### config.mk
export PLATFORM = sky130hd
export DESIGN_NAME = permutation_unrank
export DESIGN_NICKNAME = d
export VERILOG_FILES = /design/src/sv/pu_pkg.sv /design/src/sv/pu_reduce.sv /design/src/sv/permutation_unrank.sv
export SDC_FILE = /design/constraint.sdc
export NUM_CORES = 1
export LEC_CHECK = 0
export ABC_AREA = 1
export BUFFER_PORTS_ARGS = -buffer_cell sky130_fd_sc_hd__buf_4
export CORE_UTILIZATION = 50
export DETAILED_ROUTE_END_ITERATION = 6
export GPL_TIMING_DRIVEN = 0
export PLACE_DENSITY = 0.67
export SYNTH_ARGS = -nofsm -noshare
export SYNTH_HDL_FRONTEND = slang
export SYNTH_SLANG_ARGS = --single-unit
### constraint.sdc
create_clock -name clock -period 7.7 [get_ports clock]
set_input_delay 1.54 -clock clock [delete_from_list [all_inputs] [get_ports clock]]
set_output_delay 1.54 -clock clock [all_outputs]
set_load 0.05 [all_outputs]
### src/sv/pu_pkg.sv
// Shared types, widths and the factorial table for the permutation unranking block.
`default_nettype none
package pu_pkg;

   localparam int RANK_W = 64;
   localparam int ELEM_W = 4;
   localparam int SIZE_W = 5;

   localparam logic [SIZE_W-1:0] PERM_SIZE_RESET = 5'd8;

   typedef enum logic [1:0] {
      ST_IDLE,
      ST_REDUCE,
      ST_SCAN
   } state_type;

   // n! for n up to 20, the largest factorial that fits 64 bits
   function automatic logic [RANK_W-1:0] fact_lut(input logic [SIZE_W-1:0] n);
      logic [RANK_W-1:0] f;
      case (n)
         5'd0:    f = 64'd1;
         5'd1:    f = 64'd1;
         5'd2:    f = 64'd2;
         5'd3:    f = 64'd6;
         5'd4:    f = 64'd24;
         5'd5:    f = 64'd120;
         5'd6:    f = 64'd720;
         5'd7:    f = 64'd5040;
         5'd8:    f = 64'd40320;
         5'd9:    f = 64'd362880;
         5'd10:   f = 64'd3628800;
         5'd11:   f = 64'd39916800;
         5'd12:   f = 64'd479001600;
         5'd13:   f = 64'd6227020800;
         5'd14:   f = 64'd87178291200;
         5'd15:   f = 64'd1307674368000;
         5'd16:   f = 64'd20922789888000;
         5'd17:   f = 64'd355687428096000;
         5'd18:   f = 64'd6402373705728000;
         5'd19:   f = 64'd121645100408832000;
         5'd20:   f = 64'd2432902008176640000;
         default: f = 64'd1;
      endcase
      return f;
   endfunction

endpackage
`default_nettype wire

### src/sv/pu_reduce.sv
// Bit-serial restoring remainder: rank modulo a factorial, one rank bit per cycle.
`default_nettype none
module pu_reduce (
   input  logic                        clock,
   input  logic                        reset,
   input  logic                        start,
   input  logic [pu_pkg::RANK_W-1:0]   rank,
   input  logic [pu_pkg::RANK_W-1:0]   modulus,
   output logic                        done,
   output logic [pu_pkg::RANK_W-1:0]   remainder
);
   import pu_pkg::*;

   localparam int CNT_W = $clog2(RANK_W);

   logic [RANK_W-1:0] shift_ff, shift_in;
   logic [RANK_W-1:0] rem_ff, rem_in;
   logic [CNT_W-1:0]  cnt_ff, cnt_in;
   logic              run_ff, run_in;
   logic              done_ff, done_in;
   logic [RANK_W:0]   trial;
   logic [RANK_W:0]   diff;
   logic              fits;

   // shift in the next rank bit and try one subtraction
   always_comb begin
      trial = {rem_ff, shift_ff[RANK_W-1]};
      diff  = trial - {1'b0, modulus};
      fits  = (trial >= {1'b0, modulus});
   end

   // advance the shift registers and the bit counter
   always_comb begin
      shift_in = shift_ff;
      rem_in   = rem_ff;
      cnt_in   = cnt_ff;
      run_in   = run_ff;
      done_in  = 1'b0;
      if (start) begin
         shift_in = rank;
         rem_in   = '0;
         cnt_in   = '0;
         run_in   = 1'b1;
      end else if (run_ff) begin
         shift_in = {shift_ff[RANK_W-2:0], 1'b0};
         rem_in   = fits ? diff[RANK_W-1:0] : trial[RANK_W-1:0];
         cnt_in   = cnt_ff + 1'b1;
         if (cnt_ff == CNT_W'(RANK_W - 1)) begin
            run_in  = 1'b0;
            done_in = 1'b1;
         end
      end
   end

   always_ff @(posedge clock) begin
      if (reset) begin
         run_ff  <= 1'b0;
         done_ff <= 1'b0;
         cnt_ff  <= '0;
      end else begin
         run_ff  <= run_in;
         done_ff <= done_in;
         cnt_ff  <= cnt_in;
      end
   end

   always_ff @(posedge clock) begin
      shift_ff <= shift_in;
      rem_ff   <= rem_in;
   end

   assign done      = done_ff;
   assign remainder = rem_ff;

endmodule
`default_nettype wire

### src/sv/permutation_unrank.sv
// Top level: Lehmer-code permutation unranking, one element result per position.
//
//   channel   ports                                   direction
//   request   start, busy, req_rank                   in  (taken on start & !busy)
//   response  rsp_valid, rsp_element, rsp_last        out (one-cycle strobe)
//   config    csr_valid, csr_ready, csr_data          in  (perm_size, always ready)
//
// An item holds busy through the bit-serial remainder unit and the load of the
// scan, then per position through a step for each mask bit walked and the emit.
// Picking element e walks e bits; the picks of a permutation sum to S*(S-1)/2.
// Each element strobes in the cycle after its emit; reset is synchronous and
// restores perm_size to 8. Results cannot be held off; each shows for one cycle.
`default_nettype none
module permutation_unrank #(
   parameter int MAX_ELEMS = 16
) (
   input  logic                        clock,
   input  logic                        reset,
   input  logic                        start,
   output logic                        busy,
   input  logic [pu_pkg::RANK_W-1:0]   req_rank,
   output logic                        rsp_valid,
   output logic [pu_pkg::ELEM_W-1:0]   rsp_element,
   output logic                        rsp_last,
   input  logic                        csr_valid,
   output logic                        csr_ready,
   input  logic [pu_pkg::SIZE_W-1:0]   csr_data
);
   import pu_pkg::*;

   localparam int PW = (MAX_ELEMS > 1) ? $clog2(MAX_ELEMS) : 1;
   localparam logic [SIZE_W-1:0] MAX_SIZE = SIZE_W'(MAX_ELEMS);

   state_type              state_ff, state_in;
   logic [SIZE_W-1:0]      perm_size_ff;
   logic [SIZE_W-1:0]      size_eff;
   logic [RANK_W-1:0]      modulus;
   logic [RANK_W-1:0]      weight;
   logic [RANK_W-1:0]      rem_ff;
   logic [SIZE_W-1:0]      pos_ff;
   logic [PW-1:0]          ptr_ff;
   logic [MAX_ELEMS-1:0]   unused_ff;
   logic                   rsp_valid_ff;
   logic [ELEM_W-1:0]      rsp_element_ff;
   logic                   rsp_last_ff;
   logic                   red_done;
   logic [RANK_W-1:0]      red_rem;
   logic                   accept;
   logic                   load_scan;
   logic                   scanning;
   logic                   hit;
   logic                   fits;
   logic                   emit;
   logic                   skip;

   // clamp the size to 1..MAX_ELEMS
   always_comb begin
      if (perm_size_ff == '0) begin
         size_eff = SIZE_W'(1);
      end else if (perm_size_ff > MAX_SIZE) begin
         size_eff = MAX_SIZE;
      end else begin
         size_eff = perm_size_ff;
      end
   end

   assign modulus = fact_lut(size_eff);
   assign weight  = fact_lut(pos_ff);

   pu_reduce u_reduce (
      .clock     (clock),
      .reset     (reset),
      .start     (accept),
      .rank      (req_rank),
      .modulus   (modulus),
      .done      (red_done),
      .remainder (red_rem)
   );

   // next state
   always_comb begin
      state_in = state_ff;
      case (state_ff)
         ST_IDLE: begin
            if (start) state_in = ST_REDUCE;
         end
         ST_REDUCE: begin
            if (red_done) state_in = ST_SCAN;
         end
         ST_SCAN: begin
            if (emit && pos_ff == '0) state_in = ST_IDLE;
         end
         default: state_in = ST_IDLE;
      endcase
   end

   // state decodes
   always_comb begin
      busy      = (state_ff != ST_IDLE);
      accept    = start && (state_ff == ST_IDLE);
      load_scan = (state_ff == ST_REDUCE) && red_done;
      scanning  = (state_ff == ST_SCAN);
      hit       = unused_ff[ptr_ff];
      fits      = (rem_ff >= weight);
      emit      = scanning && hit && !fits;
      skip      = scanning && !(hit && !fits);
   end

   always_ff @(posedge clock) begin
      if (reset) begin
         state_ff     <= ST_IDLE;
         perm_size_ff <= PERM_SIZE_RESET;
         rsp_valid_ff <= 1'b0;
      end else begin
         state_ff     <= state_in;
         rsp_valid_ff <= emit;
         if (csr_valid) perm_size_ff <= csr_data;
      end
   end

   // walk the mask: drop a weight for each unused element passed, emit on the first that stays
   always_ff @(posedge clock) begin
      if (load_scan) begin
         rem_ff    <= red_rem;
         pos_ff    <= size_eff - 1'b1;
         ptr_ff    <= '0;
         unused_ff <= '1;
      end else if (emit) begin
         unused_ff[ptr_ff] <= 1'b0;
         ptr_ff            <= '0;
         pos_ff            <= pos_ff - 1'b1;
      end else if (skip) begin
         if (hit) rem_ff <= rem_ff - weight;
         ptr_ff <= ptr_ff + 1'b1;
      end
      if (emit) begin
         rsp_element_ff <= ELEM_W'(ptr_ff);
         rsp_last_ff    <= (pos_ff == '0);
      end
   end

   assign csr_ready   = 1'b1;
   assign rsp_valid   = rsp_valid_ff;
   assign rsp_element = rsp_element_ff;
   assign rsp_last    = rsp_last_ff;

endmodule
`default_nettype wire
# Word level (Yosys, flattened, before mapping)
# Memory sizes are Yosys's and may differ from the RTL's. A register that Yosys moved wholly into a read port is not among the register bits.
# Cells that the tools add are included.
# classes
eq_ne	7
muxes	24
addsub	6
bitwise	3
magnitude_cmp	5
reduce_logical	23
# ops
cell	count
64-bit 2-to-1 mux	7
64-bit subtractor	2
65-bit by 64-bit greater-or-equal comparator with 1-bit output	1
64-bit greater-or-equal comparator	1
5-bit 2-to-1 mux	5
16-bit bitwise AND	1
16-bit inverter	1
5-bit zero test	2
2-bit nonzero test	5
5-bit by 1-bit subtractor with 5-bit output, second input constant	2
1-bit logical AND	8
6-bit by 1-bit adder with 6-bit output, second input constant	1
6-bit == test, second input constant	1
1-bit 2-to-1 mux	6
2-bit 2-to-1 mux	3
2-bit case mux with 3 select lines	1
3-bit AND reduction	2
5-bit greater-than comparator, second input constant	1
4-bit by 5-bit less-than comparator with 1-bit output, second input constant	1
4-bit by 1-bit adder with 4-bit output, second input constant	1
1-bit binary-select mux with 4-bit select	1
1-bit demux with 4-bit select	1
4-bit by 1-bit greater-or-equal comparator with 1-bit output, second input constant	1
2-bit by 1-bit != test with 1-bit output, second input constant	2
other kinds (8)	11
# word_totals
regBits	238
out_inout_bits	8
mem_count	2
mem_bits_ro	3648
inputBits	73
# memory_table
memory	words	word_bits	read_ports	rd_ports_with_merged_regs	write_ports	line	source
(no name shown)	32	57	1	1	0	pu_pkg.sv:20	case (n)
(no name shown)	32	57	1	0	0	pu_pkg.sv:20	

# Logic depth before layout (Yosys ltp)
# logic_depth
word_depth	8
depth_mapped	26
ltp_nobuf	26

# Cells and area by module
# From an unflattened synthesis, not the netlist that was laid out.
# unflattened
cells_unflattened	3736
hier_area_um2	23565.1
# by_module_without_submodules
mod	n_inst	cells_each	area_per_inst_um2	seq_area_each_um2
pu_reduce	1	2120	12425.7	3363.2
permutation_unrank	1	1616	11139.4	3743.6

# Least setup slack after synthesis
# Ideal clock, no wire load.
# synth_timing
kind	flip-flop to flip-flop
startpoint	register rem_ff[0]
endpoint	register rem_ff[0], enable pin
n_path_buf	0
stages_incl_launch_ff	17
period_less_slack_ns	6.911
setup_time_ns	0.575
arrival_time_ns	6.336
setup_slack_ns	0.789
cell_sequence	edfxtp_1 inv_1 ha_1 fa_1 inv_1 nand2_1 nand2_1 nand3_1 nand2_1 nand2_1 nand2_2 nand2_2 nand3_1 nand2_2 nand3b_1 nand2_1 o21ai_0
# synth_between
elab_chain_cells	7
word_cells_on_any_way	9
# synth_lines
item	line	source
start, declared	permutation_unrank.sv:39	logic [RANK_W-1:0] rem_ff;
start signal, assigned	permutation_unrank.sv:124	rem_ff <= red_rem;
start signal, assigned	permutation_unrank.sv:133	if (hit) rem_ff <= rem_ff - weight;
64-bit greater-or-equal comparator (*)	permutation_unrank.sv:104	fits = (rem_ff >= weight);
1-bit zero test (*)	permutation_unrank.sv:105, permutation_unrank.sv:106	
1-bit logical AND	permutation_unrank.sv:106	skip = scanning && !(hit && !fits);
1-bit zero test	permutation_unrank.sv:106	
1-bit logical AND	permutation_unrank.sv:106	
2-bit nonzero test (no line)	-	
3-bit AND reduction (no line) (*)	-	
# Mark *: on every way between the ends. The rest lies on a longest branch, timed or not.
# A chain may end at the register's enable or synchronous reset.

# Final worst setup path
# layout_timing
startpoint	register perm_size_ff[4]
endpoint	register u_reduce.rem_ff[61], in the netlist u_reduce.remainder[61]
# layout_between
elab_chain_cells	6
word_cells_on_any_way	8
# layout_lines
item	line	source
start, declared	permutation_unrank.sv:35	logic [SIZE_W-1:0] perm_size_ff;
start signal, assigned	permutation_unrank.sv:117	if (csr_valid) perm_size_ff <= csr_data;
5-bit greater-than comparator	permutation_unrank.sv:60	end else if (perm_size_ff > MAX_SIZE) begin
5-bit 2-to-1 mux	permutation_unrank.sv:60	
5-bit 2-to-1 mux (*)	permutation_unrank.sv:58	if (perm_size_ff == '0) begin
memory 32 x 57 bit (*)	-	
64-bit subtractor / 65-bit by 64-bit greater-or-equal comparator with 1-bit output (equally long branches)	pu_reduce.sv:28, pu_reduce.sv:29	
64-bit 2-to-1 mux (*)	pu_reduce.sv:46	rem_in = fits ? diff[RANK_W-1:0] : trial[RANK_W-1:0];
end signal, assigned	pu_reduce.sv:69	rem_ff <= rem_in;
end, declared	pu_reduce.sv:17	logic [RANK_W-1:0] rem_ff, rem_in;
# Marked as above.

==> metrics.md <==
| Metric | Value |
|---|---|
| Commonest cells in the netlist | nand2_1, inv_1, nor2_1 |
| Synth area leader | edfxtp_1 |
| Post-synth EDFFs | 138 |
| Final ANT Viol Nets | 0 |
| Unique masters post-synth | 59 |
| Synthesized area | 21,470 sq um |
| # IOs | 81 |
| H-Tree Depth | 2 |
| Largest net degree at the start of global routing | 71 |
| WL/cell | 19.48 microns |
| Max-cap violations | 0 |
| Dominant synthesized flop cell | dfxtp_1 |
| Syn avg cell area | 6.690 sq um |
| Port Buffers | 79 |
| TritonCTS Buffers | 35 |
| Largest delay share family, worst path | simple AND/OR/NAND/NOR gates |
| Fin nets | 3,546 |
| Pwr Density | 328.4 nW/um^2 |
| Leakage | 10.97 nW |
| Hold WC Path Type | reg2reg |
| DR pass1 iterations | 7 |
| Async SR Flop Fraction | 0 |
| Part of the cycle the worst path needs | 0.7120 |
| FP Rows | 75 |
| Layout area overhead | 11.72% |
| Hold path depth | 2 |
| Reg2reg path depth | 18 |
| Cell Chain, Critical Path | buf_2 > clkbuf_1 > nand2_1 > nand2_1 > inv_1 > ha_1 > o21ai_0 > ha_1 > nand2_1 > nor2_1 > nand4_1 > nor4_1 > a211oi_4 > nand2_2 > buf_2 > nand3_1 > nand3_1 > nand2_1 |
| Via density | 5.624 |
| Initial Util | 0.5095 |
| Critical Path Sink Type | register |
| Synth area leaders | edfxtp_1, nand2_1, dfxtp_1, ha_1, inv_1 |
| Post-CTS Setup Bufs | 0 |
| Setup TNS | 0 ps |
| HPWL after detailed placement | 62,620 microns |
| Register area share after synthesis | 0.3310 |
| Core Region | 42,130 sq um |
| DRT iter0 DRCs | 2,248 |
| Vias in the first global route | 20,926 |
| Number of synthesized register bits | 286 |
| Origin of the critical flop-to-flop path | perm_size_ff[4] |
| Hold endpoint | unused_ff[0] |
| Final GP Congestion | 1.049 |
| F_max | 182.4 MHz |
| WS Path Type | reg2reg |
| Cells after synthesis | 3,209 |
| Clk_lat worst skew | 550 ps |
| Final setup skew | 13.86 ps |
| DR DRC count | 6 |
| Period minus WS final | 5483 ps |
| CP max FO | 10 |
| Peak supply drop | 230.4 uV |
| CTS sink count | 286 |
| Share of the synthesized area in the top cell type | 0.1930 |
| Post-cts gate resize count | 0 |
| Clock root buffer | clkbuf_16 |
| First-pass GRT wire length | 116,100 microns |
| R2r setup slk | 2220 ps |
| Worst EP arrival | 5920 ps |
| Slowest cell on the critical path | o21ai_0 |
| Max incr delay on CP | 800 ps |
| Syn. warnings | 0 |
| Via count | 21,922 |
| Fin util | 0.5693 |
| Die H | 209.2 microns |
| Relative slew slack | 0.2713 |
| CP Buf/Inv Count | 4 |
| Layout cells sized above 1 | 0.07115 |
| Min-delay src | unused_ff[0] |
| Failing checks | DRC |
| Worst Tran Pin Value | 1082 ps |
| Final hold vios | 0 |
| Final Power | 7.877 mW |
| Die area | 43,770 sq um |
| Total track usage | 0.3482 |
| Most frequent cell after synthesis | nand2_1 |
| Post-Layout Cell Count | 3,898 |
| DRT Wirelength | 75,930 microns |
| Grt ovf | 0 |
| Hold-fix buffers, CTS | 0 |
| Clock slew at reported path FFs | 70 ps |
| Req. time, crit path | 8130 ps |
| RSZ-0062 raised after global routing | no |
| Placed Cells | 3,836 |
| Final setup vio count | 0 |
| Initial antenna violation count | 0 |
| Status | finished, violations left |
| Capture point of the worst reg-to-reg path | u_reduce.remainder[61] |
| Clock buffer depth | 3 |
| Startpoint types | register |
| Die X-Extent | 209.2 microns |
| Pins Over Slew Limit | 0 |
| CTS tree | built |
| ANT cells | 0 |
| WHS | 456.6 ps |
| Most common cell on crit path | nand2_1 |
[registers in the layout, summed over array words and instances, names as in the netlist, 4 cells and up]
signal              cells
perm_size_ff            5
pos_ff                  5
ptr_ff                  4
rem_ff                 64
rsp_element             4
u_reduce.cnt_ff         6
u_reduce.remainder     64
u_reduce.shift_ff      64
unused_ff              16
weight                 48
[worst register-to-register path: stages (launching register included)]
cell and delay (ps):
dfxtp_1 300, buf_2 170, clkbuf_1 470, nand2_1 110
nand2_1 210, inv_1 140, ha_1 310, o21ai_0 800
ha_1 300, nand2_1 120, nor2_1 380, nand4_1 330
nor4_1 420, a211oi_4 210, nand2_2 250, buf_2 360
nand3_1 300, nand3_1 150, nand2_1 60
[layout make-up]
| cell class | instances | area (sq um) |
|---|---|---|
| Tap cell | 539 | 674.4 |
| Buffer | 75 | 329.1 |
| Multi-Input combinational cell | 2403 | 12370 |
| Sequential cell | 286 | 7107 |
| Clock inverter | 22 | 198.9 |
| Fill cell | 4136 | 18150 |
| Inverter | 451 | 1698 |
| Timing Repair Buffer | 82 | 668.1 |
| Clock buffer | 40 | 937.1 |
[worst max-delay path by stage]
stage / startpoint / endpoint / cells after the start
final: perm_size_ff[4] / u_reduce.remainder[61] / 18
after global routing: perm_size_ff[1] / u_reduce.remainder[61] / 24
after CTS: perm_size_ff[4] / u_reduce.remainder[61] / 18
after detailed placement: perm_size_ff[4] / u_reduce.remainder[47] / 18
after global placement: weight[48] / rem_ff[56] / 11
after floorplan: rem_ff[0] / rem_ff[0] / 16
[placed cells by master, fill, tap and decap left out, drive strengths merged, types with 3 or more instances in the layout]
cell type / netlist / layout
nor2: 326 / 326
a31oi: 14 / 14
edfxtp: 138 / 138
o211ai: 4 / 4
and2: 6 / 6
xnor2: 32 / 32
inv: 450 / 460
dfxtp: 148 / 148
clkinv: 1 / 9
and3: 5 / 5
o21a: 10 / 10
a211oi: 4 / 4
a21oi: 203 / 203
nand3b: 12 / 12
nor3b: 3 / 3
o22ai: 6 / 6
o21ai: 275 / 275
conb: 1 / 7
nor3: 32 / 32
a21boi: 10 / 10
nand2: 902 / 902
a21o: 17 / 17
o2111ai: 4 / 4
nand4: 17 / 17
nor4: 10 / 10
buf: 28 / 110
o21bai: 33 / 33
nand3: 263 / 263
ha: 137 / 137
xor2: 29 / 29
clkbuf: 47 / 87
or2: 32 / 32
[metal layers]
metal,track usage,part of all wire,vias to the layer above
li1,-,-,10750
met1,0.4766,0.44,10146
met2,0.5448,0.43,866
met3,0.04043,0.075,160
met4,0.1722,0.051,0
met5,0,0,-
[where the power goes]
part | total (mW) | internal (mW) | switching, mW
registers | 2.02 | 1.81 | 0.209
logic | 4.19 | 1.26 | 2.94
clock network | 1.67 | 0.957 | 0.709
total | 7.88 | 4.02 | 3.86
[cell families (layout without fill, tap and decap cells)]
family / count (synthesis) / count (layout) / share of synthesized area
compound gates: 588 / 588 / 0.1500
xor+xnor: 61 / 61 / 0.02488
fa+ha+maj: 139 / 139 / 0.08171
buf+inv: 526 / 670 / 0.09424
flops: 286 / 286 / 0.3310
other cells: 1 / 7 / 0.0001747
simple gates: 1608 / 1608 / 0.3180
[metrics by stage]
step	setup WS (ps)	instance area [sq um]
CTS	2353	23990
finish	2217	23990
detailed placement	2367	22850
global route	2023	23990
floorplan	789.2	21490
global placement	-2265	22760
No activity file was read; power rests on OpenSTA's default activity.
